**src/sv/brb_pkg.sv**
```systemverilog
// brb_pkg: shared types and codes for the broadcast ring buffer.
// No dependencies; imported by brb_ctrl, brb_dp and broadcast_ring_buffer.
package brb_pkg;

	localparam int DATA_BITS     = 8;
	localparam int RID_BITS      = 5;
	localparam int SCFG_BITS     = 5;
	localparam int RCFG_BITS     = 6;
	localparam int CFG_IDX_BITS  = 2;
	localparam int CFG_DATA_BITS = 6;

	// response status codes
	localparam logic [1:0] ST_OK    = 2'd0;
	localparam logic [1:0] ST_FULL  = 2'd1;
	localparam logic [1:0] ST_EMPTY = 2'd2;
	localparam logic [1:0] ST_BADID = 2'd3;

	// request opcodes
	localparam logic CMD_WRITE = 1'b0;
	localparam logic CMD_READ  = 1'b1;

	// config register indexes
	localparam logic [CFG_IDX_BITS-1:0] CFG_SLOTS   = 2'd0;
	localparam logic [CFG_IDX_BITS-1:0] CFG_READERS = 2'd1;

	typedef struct packed {
		logic                cmd;
		logic [DATA_BITS-1:0] write_value;
		logic [RID_BITS-1:0]  reader_id;
	} in_item_t;

	typedef struct packed {
		logic [DATA_BITS-1:0] read_data;
		logic [1:0]           status;
	} out_item_t;

	// controller -> datapath
	typedef struct packed {
		logic capture;   // latch request, launch read pointer lookup
		logic eval;      // slot lookup, decide status, commit write / read pointer
		logic count;     // update read count of the slot, maybe free it
		logic load_out;  // move result into the response register
	} dp_cmd_t;

	// datapath -> controller
	typedef struct packed {
		logic hit;       // read request found a ready word (valid during eval)
		logic out_free;  // response register can take a result this cycle
	} dp_stat_t;

endpackage

```
**src/sv/brb_ctrl.sv**
```systemverilog
// brb_ctrl: request sequencer for the broadcast ring buffer.
// Depends on brb_pkg (dp_cmd_t, dp_stat_t).
module brb_ctrl (
	input  logic              clk,
	input  logic              arst_n,
	input  logic              req_valid,
	output logic              req_stall,
	output brb_pkg::dp_cmd_t  dp_cmd,
	input  brb_pkg::dp_stat_t dp_stat
);
	import brb_pkg::*;

	localparam logic [1:0] S_IDLE = 2'd0;
	localparam logic [1:0] S_IDX  = 2'd1;
	localparam logic [1:0] S_CNT  = 2'd2;
	localparam logic [1:0] S_OUT  = 2'd3;

	logic [1:0] state_q;
	logic [1:0] state_nxt;

	always_comb begin
		state_nxt = state_q;
		unique case (state_q)
			S_IDLE: begin
				if (req_valid) state_nxt = S_IDX;
			end
			S_IDX: begin
				state_nxt = dp_stat.hit ? S_CNT : S_OUT;
			end
			S_CNT: begin
				state_nxt = S_OUT;
			end
			S_OUT: begin
				if (dp_stat.out_free) state_nxt = S_IDLE;
			end
			default: begin
				state_nxt = S_IDLE;
			end
		endcase
	end

	always_ff @(posedge clk or negedge arst_n) begin
		if (!arst_n) begin
			state_q <= S_IDLE;
		end else begin
			state_q <= state_nxt;
		end
	end

	assign req_stall        = (state_q != S_IDLE);
	assign dp_cmd.capture   = (state_q == S_IDLE) && req_valid;
	assign dp_cmd.eval      = (state_q == S_IDX);
	assign dp_cmd.count     = (state_q == S_CNT);
	assign dp_cmd.load_out  = (state_q == S_OUT) && dp_stat.out_free;

endmodule

```
**src/sv/brb_dp.sv**
```systemverilog
// brb_dp: storage and per-request datapath of the broadcast ring buffer.
// Data and read-count memories, read pointer memory, ready/free bits, response reg.
// Depends on brb_pkg.
module brb_dp #(
	parameter int SLOTS   = 16,
	parameter int READERS = 32
) (
	input  logic                               clk,
	input  logic                               arst_n,
	input  logic [brb_pkg::SCFG_BITS-1:0]      cfg_slots,
	input  logic [brb_pkg::RCFG_BITS-1:0]      cfg_readers,
	input  brb_pkg::in_item_t                  req,
	input  brb_pkg::dp_cmd_t                   dp_cmd,
	output brb_pkg::dp_stat_t                  dp_stat,
	output logic                               rsp_valid,
	input  logic                               rsp_stall,
	output brb_pkg::out_item_t                 rsp
);
	import brb_pkg::*;

	localparam int SIDX_W = $clog2(SLOTS);
	localparam int RID_W  = (READERS > 1) ? $clog2(READERS) : 1;
	localparam int RCNT_W = $clog2(READERS + 1);
	localparam int SLIM_W = ($clog2(SLOTS + 1) > SCFG_BITS) ? $clog2(SLOTS + 1) : SCFG_BITS;
	localparam int RLIM_W = (RCNT_W > RCFG_BITS) ? RCNT_W : RCFG_BITS;

	// effective limits, clamped to 1..SLOTS and 1..READERS
	logic [SLIM_W-1:0] slots_ext;
	logic [SLIM_W-1:0] eff_slots;
	logic [RLIM_W-1:0] readers_ext;
	logic [RLIM_W-1:0] nread;

	always_comb begin
		slots_ext   = SLIM_W'(cfg_slots);
		readers_ext = RLIM_W'(cfg_readers);
		if (slots_ext == '0)
			eff_slots = SLIM_W'(1);
		else if (slots_ext > SLIM_W'(SLOTS))
			eff_slots = SLIM_W'(SLOTS);
		else
			eff_slots = slots_ext;
		if (readers_ext == '0)
			nread = RLIM_W'(1);
		else if (readers_ext > RLIM_W'(READERS))
			nread = RLIM_W'(READERS);
		else
			nread = readers_ext;
	end

	function automatic logic [SIDX_W-1:0] next_idx(input logic [SIDX_W-1:0] idx,
			input logic [SLIM_W-1:0] lim);
		logic [SLIM_W-1:0] n;
		n = SLIM_W'(idx) + SLIM_W'(1);
		return (n >= lim) ? '0 : idx + SIDX_W'(1);
	endfunction

	// state
	in_item_t              req_q;
	logic [SIDX_W-1:0]     wr_idx_q;
	logic [SLOTS-1:0]      slot_free_q;
	logic [SLOTS-1:0]      ready_q [READERS];
	logic [SIDX_W-1:0]     ridx_mem [READERS];
	logic [READERS-1:0]    ridx_vld_q;
	logic [SIDX_W-1:0]     ridx_rd_q;
	logic [DATA_BITS-1:0]  data_mem [SLOTS];
	logic [DATA_BITS-1:0]  data_rd_q;
	logic [RCNT_W-1:0]     done_mem [SLOTS];
	logic [RCNT_W-1:0]     done_rd_q;
	logic [SIDX_W-1:0]     slot_q;
	logic                  hit_q;
	logic [1:0]            res_status_q;
	logic                  rsp_valid_q;
	out_item_t             rsp_q;

	// per-request decode
	logic [RID_W-1:0]      rid_idx;
	logic                  is_write;
	logic                  bad_id;
	logic [SIDX_W-1:0]     r_slot;
	logic                  ready_bit;
	logic                  wr_free;
	logic                  wr_ok;
	logic                  hit;
	logic                  rd_commit;
	logic [RCNT_W-1:0]     cnt_inc;
	logic                  freed;
	logic [READERS-1:0]    set_mask;
	logic [1:0]            status_nxt;

	always_comb begin
		rid_idx   = RID_W'(req_q.reader_id);
		is_write  = (req_q.cmd == CMD_WRITE);
		bad_id    = (RLIM_W'(req_q.reader_id) >= nread);
		r_slot    = ridx_vld_q[rid_idx] ? ridx_rd_q : '0;
		ready_bit = ready_q[rid_idx][r_slot];
		wr_free   = slot_free_q[wr_idx_q];
		wr_ok     = dp_cmd.eval && is_write && wr_free;
		hit       = !is_write && !bad_id && ready_bit;
		rd_commit = dp_cmd.eval && hit;
		cnt_inc   = done_rd_q + RCNT_W'(1);
		freed     = (RLIM_W'(cnt_inc) >= nread);
		for (int j = 0; j < READERS; j++) begin
			set_mask[j] = (RLIM_W'(j) < nread);
		end
		priority if (is_write)
			status_nxt = wr_free ? ST_OK : ST_FULL;
		else if (bad_id)
			status_nxt = ST_BADID;
		else if (ready_bit)
			status_nxt = ST_OK;
		else
			status_nxt = ST_EMPTY;
	end

	// request latch, per-request scratch registers
	always_ff @(posedge clk) begin
		if (dp_cmd.capture) begin
			req_q     <= req;
			ridx_rd_q <= ridx_mem[RID_W'(req.reader_id)];
		end
		if (dp_cmd.eval) begin
			slot_q       <= r_slot;
			hit_q        <= hit;
			res_status_q <= status_nxt;
		end
	end

	// read pointer memory
	always_ff @(posedge clk) begin
		if (rd_commit) ridx_mem[rid_idx] <= next_idx(r_slot, eff_slots);
	end

	// data memory
	always_ff @(posedge clk) begin
		if (wr_ok) data_mem[wr_idx_q] <= req_q.write_value;
		if (dp_cmd.eval) data_rd_q <= data_mem[r_slot];
	end

	// read count memory; cleared on every write of its slot, so never read unwritten
	always_ff @(posedge clk) begin
		if (wr_ok)
			done_mem[wr_idx_q] <= '0;
		else if (dp_cmd.count)
			done_mem[slot_q] <= freed ? '0 : cnt_inc;
		if (dp_cmd.eval) done_rd_q <= done_mem[r_slot];
	end

	// control state with reset values
	always_ff @(posedge clk or negedge arst_n) begin
		if (!arst_n) begin
			wr_idx_q    <= '0;
			slot_free_q <= '1;
			ridx_vld_q  <= '0;
			for (int j = 0; j < READERS; j++) ready_q[j] <= '0;
		end else begin
			if (wr_ok) begin
				wr_idx_q              <= next_idx(wr_idx_q, eff_slots);
				slot_free_q[wr_idx_q] <= 1'b0;
				for (int j = 0; j < READERS; j++) begin
					if (set_mask[j]) ready_q[j][wr_idx_q] <= 1'b1;
				end
			end
			if (rd_commit) begin
				ready_q[rid_idx][r_slot] <= 1'b0;
				ridx_vld_q[rid_idx]      <= 1'b1;
			end
			if (dp_cmd.count && freed) slot_free_q[slot_q] <= 1'b1;
		end
	end

	// response register
	always_ff @(posedge clk or negedge arst_n) begin
		if (!arst_n) begin
			rsp_valid_q <= 1'b0;
		end else if (dp_cmd.load_out) begin
			rsp_valid_q <= 1'b1;
		end else if (!rsp_stall) begin
			rsp_valid_q <= 1'b0;
		end
	end

	always_ff @(posedge clk) begin
		if (dp_cmd.load_out) begin
			rsp_q.read_data <= hit_q ? data_rd_q : '0;
			rsp_q.status    <= res_status_q;
		end
	end

	assign rsp_valid        = rsp_valid_q;
	assign rsp              = rsp_q;
	assign dp_stat.hit      = hit;
	assign dp_stat.out_free = !rsp_valid_q || !rsp_stall;

	// accepted write takes its slot out of the free set
	a_write_busies_slot: assert property (@(posedge clk) disable iff (!arst_n)
		wr_ok |=> !slot_free_q[$past(wr_idx_q)])
		else $error("slot still free after accepted write");

	// write pointer moves only on an accepted write
	a_wr_idx_hold: assert property (@(posedge clk) disable iff (!arst_n)
		!wr_ok |=> $stable(wr_idx_q))
		else $error("write index moved without accepted write");

	// read count update follows only a successful read
	a_count_after_hit: assert property (@(posedge clk) disable iff (!arst_n)
		dp_cmd.count |-> hit_q)
		else $error("read count update without a hit");

	// any non-ok response carries zero data
	a_zero_data: assert property (@(posedge clk) disable iff (!arst_n)
		(rsp_valid_q && rsp_q.status != ST_OK) |-> (rsp_q.read_data == '0))
		else $error("non-ok response with nonzero data");

endmodule

```
**src/sv/broadcast_ring_buffer.sv**
```systemverilog
// broadcast_ring_buffer: top level, config registers plus controller and datapath.
// Depends on brb_pkg, brb_ctrl, brb_dp.
//
//  channel | handshake             | payload
//  --------+-----------------------+-------------------------------------------
//  req     | req_valid / req_stall | brb_pkg::in_item_t  (cmd, value, reader)
//  rsp     | rsp_valid / rsp_stall | brb_pkg::out_item_t (read_data, status)
//  cfg     | cfg_valid / cfg_ready | cfg_index, cfg_data
//
// One request at a time. Accept, read pointer lookup, slot lookup with status
// decision, then the result enters the response register; a successful read
// takes an extra step before that, which updates the slot's read count. The
// chain read pointer memory -> slot memories sets this order. A new request is
// taken once the result is in the response register; no two requests overlap.
// A stalled response holds in its register; the controller waits in its last
// state until the register frees. Reset is immediate: no memory clearing pass
// (read pointers carry valid bits, read counts are cleared on every write).
// Config writes are always taken (cfg_ready tied high); indexes past the list
// are ignored.
module broadcast_ring_buffer #(
	parameter int SLOTS   = 16,
	parameter int READERS = 32
) (
	input  logic                               clk,
	input  logic                               arst_n,
	input  logic                               req_valid,
	output logic                               req_stall,
	input  brb_pkg::in_item_t                  req,
	output logic                               rsp_valid,
	input  logic                               rsp_stall,
	output brb_pkg::out_item_t                 rsp,
	input  logic                               cfg_valid,
	output logic                               cfg_ready,
	input  logic [brb_pkg::CFG_IDX_BITS-1:0]   cfg_index,
	input  logic [brb_pkg::CFG_DATA_BITS-1:0]  cfg_data
);
	import brb_pkg::*;

	// config registers; raw values, clamping happens in the datapath
	logic [SCFG_BITS-1:0] slots_cfg_q;
	logic [RCFG_BITS-1:0] readers_cfg_q;

	dp_cmd_t  dp_cmd;
	dp_stat_t dp_stat;

	assign cfg_ready = 1'b1;

	always_ff @(posedge clk or negedge arst_n) begin
		if (!arst_n) begin
			slots_cfg_q   <= SCFG_BITS'(16);
			readers_cfg_q <= RCFG_BITS'(1);
		end else if (cfg_valid && cfg_ready) begin
			unique case (cfg_index)
				CFG_SLOTS:   slots_cfg_q   <= cfg_data[SCFG_BITS-1:0];
				CFG_READERS: readers_cfg_q <= cfg_data[RCFG_BITS-1:0];
				default: begin
				end
			endcase
		end
	end

	// sequencer: one request in flight, drives datapath commands
	brb_ctrl u_ctrl (
		.clk       (clk),
		.arst_n    (arst_n),
		.req_valid (req_valid),
		.req_stall (req_stall),
		.dp_cmd    (dp_cmd),
		.dp_stat   (dp_stat)
	);

	// storage, status decision and response register
	brb_dp #(
		.SLOTS   (SLOTS),
		.READERS (READERS)
	) u_dp (
		.clk         (clk),
		.arst_n      (arst_n),
		.cfg_slots   (slots_cfg_q),
		.cfg_readers (readers_cfg_q),
		.req         (req),
		.dp_cmd      (dp_cmd),
		.dp_stat     (dp_stat),
		.rsp_valid   (rsp_valid),
		.rsp_stall   (rsp_stall),
		.rsp         (rsp)
	);

endmodule
```
**config.mk**
```make
export PLATFORM = sky130hd
export DESIGN_NAME = broadcast_ring_buffer
export DESIGN_NICKNAME = d
export VERILOG_FILES = /design/src/sv/brb_pkg.sv /design/src/sv/brb_ctrl.sv /design/src/sv/brb_dp.sv /design/src/sv/broadcast_ring_buffer.sv
export SDC_FILE = /design/constraint.sdc
export NUM_CORES = 1
export LEC_CHECK = 0
export BUFFER_PORTS_ARGS = -buffer_cell sky130_fd_sc_hd__buf_4
export CAP_MARGIN = 15
export CORE_MARGIN = 2
export CORE_UTILIZATION = 25
export CTS_BUF_LIST = sky130_fd_sc_hd__clkbuf_16
export CTS_CLUSTER_SIZE = 8
export DETAILED_ROUTE_END_ITERATION = 10
export PLACE_DENSITY = 0.48
export SLEW_MARGIN = 10
export SYNTH_ARGS = -nofsm -noshare
export SYNTH_HDL_FRONTEND = slang
export SYNTH_SLANG_ARGS = --single-unit
export TNS_END_PERCENT = 50
```
**constraint.sdc**
```tcl
create_clock -name clk -period 7.8 [get_ports clk]
set_clock_uncertainty 0.1 [all_clocks]
set_input_delay 1.56 -clock clk [delete_from_list [all_inputs] [get_ports clk]]
set_output_delay 1.56 -clock clk [all_outputs]
set_load 0.1 [all_outputs]
```
## Yosys cells after proc, flatten, opt, wreduce, memory -nomap -nowiden

Memories as Yosys holds them, arrays and structs flattened. A register that Yosys moved wholly into a read port is not among the register bits.
Index checks and enable logic that the tools add are counted.

- Memories kept: 3
- Output and inout port bits: 13
- Input port bits: 27
- Bits in writable memories: 352
- Bits in registers: 609

- Reductions and logical operators: 26
- Magnitude comparators: 48
- Multiplexer cells: 83
- Equal/unequal tests: 7
- Bitwise gates (word level): 40
- Add/sub/neg operators: 5

Memories:

| name | words | bits a word | rd ports | clocked after memory_dff | wr ports | RTL line | text |
|---|---|---|---|---|---|---|---|
| u_dp.data_mem | 16 | 8 | 1 | 1 | 1 | brb_dp.sv:65 | `logic [DATA_BITS-1:0] data_mem [SLOTS];` |
| u_dp.ridx_mem | 32 | 4 | 1 | 1 | 1 | brb_dp.sv:62 | `logic [SIDX_W-1:0] ridx_mem [READERS];` |
| u_dp.done_mem | 16 | 6 | 1 | 1 | 1 | brb_dp.sv:67 | `logic [RCNT_W-1:0] done_mem [SLOTS];` |

Operators by type and width:

| cell | count |
|---|---|
| $mux 512 | 2 |
| $mux 16 | 37 |
| $or 16x16->16 | 33 |
| $and 512x512->512 | 1 |
| $not 512->512 | 1 |
| $lt 5x6->1 const A | 16 |
| $bmux 16 s5 | 1 |
| $demux 16 s5 | 1 |
| $lt 4x6->1 const A | 8 |
| $or 32x32->32 | 1 |
| $lt 3x6->1 const A | 4 |
| $mux 6 | 4 |
| $mux 1 | 19 |
| $and 16x16->16 | 1 |
| $mux 4 | 4 |
| $not 16->16 | 1 |
| $lt 4x5->1 const B | 3 |
| $logic_and 1x1->1 | 13 |
| $demux 1 s4 | 3 |
| $ge 4x1->1 const B | 3 |
| $lt 1x6->1 const A | 2 |
| $lt 2x6->1 const A | 2 |
| $add 4x1->5 const B | 2 |
| $ge 5x5->1 | 2 |
| 30 further kinds | 45 |

## Longest topological paths before layout

- Depth after elaboration: 12
- Depth in mapped cells: 19

## Hierarchy

Synthesis repeated with hierarchy kept, for this count alone.

- Cell total of the unflattened synthesis: 3633
- Area total of the unflattened synthesis: 44836.8 µm²

By module, submodules not included:

| module | times used | area an instance (µm²) | cells each | sequential area each (µm²) |
|---|---|---|---|---|
| brb_dp | 1 | 44191.1 | 3587 | 26200.1 |
| broadcast_ring_buffer | 1 | 442.9 | 26 | 277.8 |
| brb_ctrl | 1 | 202.7 | 20 | 50.0 |

## Least setup slack after synthesis

No wires, ideal clock.

- Kind: register -> register
- Start: register u_dp.req_q (netlist bit u_dp.rid_idx[0])
- End: memory u_dp.ridx_mem[0][3] (netlist name), data pin
- Arrival time: 4.919 ns
- Buffers on the path: 5
- Clock period less this slack: 5.464 ns
- Cell stages (with the launch flop): 19
- Path slack: 2.336 ns
- Setup time: 0.445 ns
- Cell sequence: edfxtp_1 buf_6 buf_12 or3b_1 o32ai_1 nor3_1 o21ba_2 buf_2 nor2_1 clkbuf_1 clkbuf_1 ha_1 ha_1 a21o_1 a21oi_1 nor2b_1 o21ai_0 nand2b_1 nor3_1

- Word-level cells in the longest chain between the ends: 6
- Elaborated cells on any way between the ends: 7
- Those cells by class: add/sub: 2; order compare: 1; mux: 4

Ends and longest elaborated chain:

| what | RTL line | text |
|---|---|---|
| from (decl) | brb_dp.sv:58 | `in_item_t req_q;` |
| from (signal assigned) | brb_dp.sv:118 | `req_q <= req;` |
| $bmux 1 s5 * | brb_dp.sv:94 | `r_slot = ridx_vld_q[rid_idx] ? ridx_rd_q : '0;` |
| $mux 1 (implied by the code) * | brb_dp.sv:94 |  |
| $mux 4 * | brb_dp.sv:94 |  |
| named net u_dp.r_slot[1] | brb_dp.sv:79 | `logic [SIDX_W-1:0] r_slot;` |
| $add 4x1->5 | brb_dp.sv:53 | `n = SLIM_W'(idx) + SLIM_W'(1);` |
| $ge 5x5->1 | brb_dp.sv:54 | `return (n >= lim) ? '0 : idx + SIDX_W'(1);` |
| $mux 4 * | brb_dp.sv:54 |  |
| to (decl) | brb_dp.sv:62 |  |

Mark *: on every way through the listed nets, which the timed path passes. The rest lies on a longest branch. The select of a mux whose other input is x is not followed.

## Final worst setup path

- Start: register u_dp.req_q (netlist bit u_dp.rid_idx[1])
- End: register u_dp.ready_q[12] (netlist name)

- Word-level cells in the longest chain between the ends: 12
- Elaborated cells on any way between the ends: 27
- Those cells by class: order compare: 5; mux: 13; bitwise: 3; reduce/logical: 6

Ends and longest elaborated chain:

| what | RTL line | text |
|---|---|---|
| $bmux 1 s5 | brb_dp.sv:94 |  |
| $mux 1 (implied by the code) | brb_dp.sv:94 |  |
| $mux 4 | brb_dp.sv:94 |  |
| $lt 4x5->1 (implied by the code) / $ge 4x1->1 (equally long branches) | brb_dp.sv:164 | `ready_q[rid_idx][r_slot] <= 1'b0;` |
| $logic_and 1x1->1 (implied by the code) | brb_dp.sv:164 |  |
| $mux 1 (implied by the code) | brb_dp.sv:164 |  |
| $demux 1 s4 | n/a |  |
| $mux 16 (implied by the code) | brb_dp.sv:164 |  |
| $demux 16 s5 | brb_dp.sv:164 |  |
| $not 512->512 (no line) | n/a |  |
| $and 512x512->512 (no line) | n/a |  |
| $mux 512 * | brb_dp.sv:163 | `if (rd_commit) begin` |
| to (signal, indexed assignment) | brb_dp.sv:160 | `if (set_mask[j]) ready_q[j][wr_idx_q] <= 1'b1;` |
| to (signal, indexed assignment) | brb_dp.sv:164 |  |
| to (decl) | brb_dp.sv:61 | `logic [SLOTS-1:0] ready_q [READERS];` |

Every way passes the cells marked *; elsewhere a longest branch is shown, timed or not. The select of a mux whose other input is x is not followed.
A chain may end at the register's enable or synchronous reset.

==> impl_metrics.toml <==
[cts]
cts-root-buf = "clkbuf_16"
clk_latency_ns = 0.81
tritoncts = "yes"
clk_path_buf_depth = 3
ctsResizeCount = 0
number_of_hold_buffers_added_after_cts = 0
h-tree-depth = 4
clk_pin_slew_worst_paths_ns = 0.05
post_cts.repair.setup_buffers = 0
cts_made_buffers = 141
numClockSinks = 979

[logic_synthesis]
total_standard_cell_area_after_synthesis_um2 = 45500
portion_of_the_post_synthesis_area_used_by_sequential_elements_pct = 58.3
synth.yosys.warnings = 0
synthesis.instances = 3773
synth_seq_cells = 979
synth_edf_count = 401
post_synth_num_cell_types = 86
dominantRegCellSynth = "dfrtp_1"
syn-mean-instance-area_um2 = 12.1
asyncSetResetFlopFracSynth_pct = 59.0
synthesis.nets = 3835

[final_layout]
num_antenna_cells = 0
post_route_cells_drive_above_1_share_pct = 14.9
area_delta_synth_final_pct = 14.6
final_cells = 6130
design.final.nets = 3743
num-fill-cells = 18500

[die]
fp.coreArea_um2 = 181000
floorplan.die.width_um = 430
ioPinCount = 40
die_y_um = 430
initial_utilization_pct = 25.2
num_rows = 156
dieArea_um2 = 185000

[job]
drv.max_cap_violation_count = 0

[pwr]
pwr-share-seq_pct = 39.9
power_per_cell_area_nw_per_um2 = 309
power.combinational.fraction_pct = 24.8
netSwitchingFraction_pct = 35.7
power.ir.vdd_worst_mv = 0.298
power_report.internal_total_w = 0.0103
total_leakage_power_nw = 19.8
clock_power_share_pct = 35.3
p_sw_w = 0.00573

[critical_path]
timing.setup.critical_path_class = "reg -> reg"
critical_path_at_ns = 6.64
maximum_net_fanout_on_the_critical_path = 37
worst_setup_path_end_kind = "flip-flop"
crit_path_start_kind = "flip-flop"
critical_path_required_ns = 8.41

[placement]
cell_count_post_placement = 5908
numPortBuffers = 38
place.detailed.hpwl_um = 109000
post-place-ws_ns = 1.90
gp_congestion = 0.947

[grt]
number_of_global_route_vias_before_repair = 33600
maximum_number_of_pins_on_one_net_before_global_route_repair = 168
grt_pass1_wl_um = 252000
track_usage_pct = 18.4
grt_overflow_total = 0
grt_antenna_before_repair = 5

[timing]
fin_tns_setup_ns = 0
worst-slew-pin-transition_ns = 1.19
unrepaired_setup_endpoints_after_global_routing = "false"
max-slew-margin-rel_pct = 19.9
fmax_ghz = 0.166
postLayoutSetupSlackWorst_ns = 1.77
slew_violations = 0
report.final.setup_viol = 0
hold_viol = 0
final_min_period_over_clock_period_pct = 77.3
final.hold.worst_slack_ns = 0.363
finalWorstPathRequiredPeriod_ns = 6.03

[drt]
route.final.wire_length_um = 174000
dr.first_iter.drc_count = 4073
drt_drc_violations_left = 0
drt_pre_antenna_iters = 6
antenna_violating_nets_post_route = 0
number_of_vias_per_cell = 5.59
vias = 34300
wire_per_inst_um = 28.4

[min_path]
worstHoldPathType = "reg -> reg"

[outcome]
run_status = "finished, final reports clean"
through the flow:
stage	instance area (µm²)	power [W]	util, %
2_1_floorplan	45500	0.00894	-
3_3_place_gp	48000	0.0104	26.6
3_5_place_dp	48000	0.0104	26.6
4_1_cts	52100	0.0161	28.8
5_1_grt	52100	0.0167	28.8
6_report	52100	0.0161	28.8
registers in the layout, indices dropped and copies added, names as in the netlist:
| name | cells |
|---|---|
| u_dp.req_q | 9 |
| u_dp.res_status_q | 2 |
| u_dp.data_rd_q | 8 |
| u_dp.ridx_vld_q | 32 |
| u_dp.data_mem | 128 |
| u_dp.rsp_valid | 1 |
| u_dp.ridx_rd_q | 4 |
| u_dp.rid_idx | 5 |
| u_dp.done_rd_q | 6 |
| slots_cfg_q | 5 |
| readers_cfg_q | 6 |
| u_dp.rsp | 10 |
| u_dp.ridx_mem | 128 |
| u_dp.ready_q | 512 |
| u_dp.slot_free_q | 16 |
| u_dp.hit_q | 1 |
| u_dp.done_mem | 96 |
| u_dp.wr_idx_q | 4 |
| u_dp.slot_q | 4 |
| u_ctrl.state_q | 2 |
final timing paths:
check                      slack (ns)  cells past startpoint                  end                 from
max                              1.77                     13     u_dp.ready_q[12]      u_dp.rid_idx[1]
min                              0.36                      2  u_dp.slot_free_q[9]  u_dp.slot_free_q[9]
max reg2reg                      1.77                     13     u_dp.ready_q[12]      u_dp.rid_idx[1]
min reg2reg                      0.36                      2  u_dp.slot_free_q[9]  u_dp.slot_free_q[9]
max in group asynchronous        5.27                      2    u_dp.ready_q[175]               arst_n
min in group asynchronous        0.74                      1    u_dp.ready_q[339]               arst_n
routing by layer:
metal,track usage (%),share of wire [%]
met1,25.2,43
met2,27.6,44
met3,3.91,7.5
met4,8.96,5.2
met5,0,0.024
synthesized netlist by cell type (29+ instances only):
cell,number,area (µm²)
clkbuf_1,233,875
mux2i_1,132,1320
o22ai_1,40,250
a41oi_1,70,613
mux4_2,123,2770
a22oi_1,33,248
a2111oi_0,29,254
o21ai_0,39,195
nand2b_1,34,213
inv_1,68,255
a21oi_1,531,2660
nand2_1,133,499
nor3_1,91,455
nor2b_1,43,269
a31oi_1,430,2690
edfxtp_1,401,12000
buf_2,90,450
dfrtp_1,560,14000
nor2_1,227,852
mux2_2,39,439
ha_1,35,438
nand3_1,30,150
layout by cell type, fill, tap and decap left out, types with 35 or more instances in the layout:
cell type	Yosys	layout
dfrtp_1	560	560
buf_4	11	120
nand2_1	133	132
nor2_1	227	211
mux4_2	123	123
nor3_1	91	86
inv_1	68	130
mux2_2	39	39
nor2b_1	43	42
a21oi_1	531	531
clkbuf_16	0	142
a41oi_1	70	70
edfxtp_1	401	401
mux2i_1	132	132
o21ai_0	39	39
a31oi_1	430	430
ha_1	35	35
o22ai_1	40	40
worst max-delay path, stage by stage, from the launching register on:
cell and delay, ns:
edfxtp_1 0.74, buf_4 0.65, mux2i_1 0.20, o32ai_1 0.35, nor3_1 0.14, o21ba_2 0.31
nor2_2 0.82, inv_2 0.58, ha_1 0.38, nand2_1 0.59, buf_4 0.46, nor2_1 0.17
and3_1 0.26, a21oi_1 0.14
logic make-up after synthesis:
family | synth area share (%)
compound gates | 19.2
xor+xnor | 0.154
fa+ha+maj | 0.963
buf+inv | 4.52
flops | 58.3
mux | 9.96
other cells | 0.00825
simple gates | 6.82
power groups by stage:
stage                     Clock, W  Sequential (W)  Combinational (W)
after floorplan                  0         0.00647            0.00247
after global placement           0         0.00648            0.00393
after detailed placement         0         0.00649            0.00394
after CTS                  0.00578         0.00641            0.00395
after global routing       0.00600         0.00646            0.00422
final                      0.00568         0.00642            0.00399
final cells by class:
| class | instances | area [µm²] | area share (%) |
|---|---|---|---|
| clock buffers | 142 | 3550 | 6.82 |
| inverters | 72 | 270 | 0.519 |
| well taps | 2370 | 2970 | 5.69 |
| repair buffers | 134 | 1180 | 2.26 |
| multi-input cells | 2353 | 17100 | 32.8 |
| clock inverters | 80 | 534 | 1.03 |
| flip-flops and latches | 979 | 26500 | 50.9 |
Note: power is estimated with default switching activity, not from simulation.
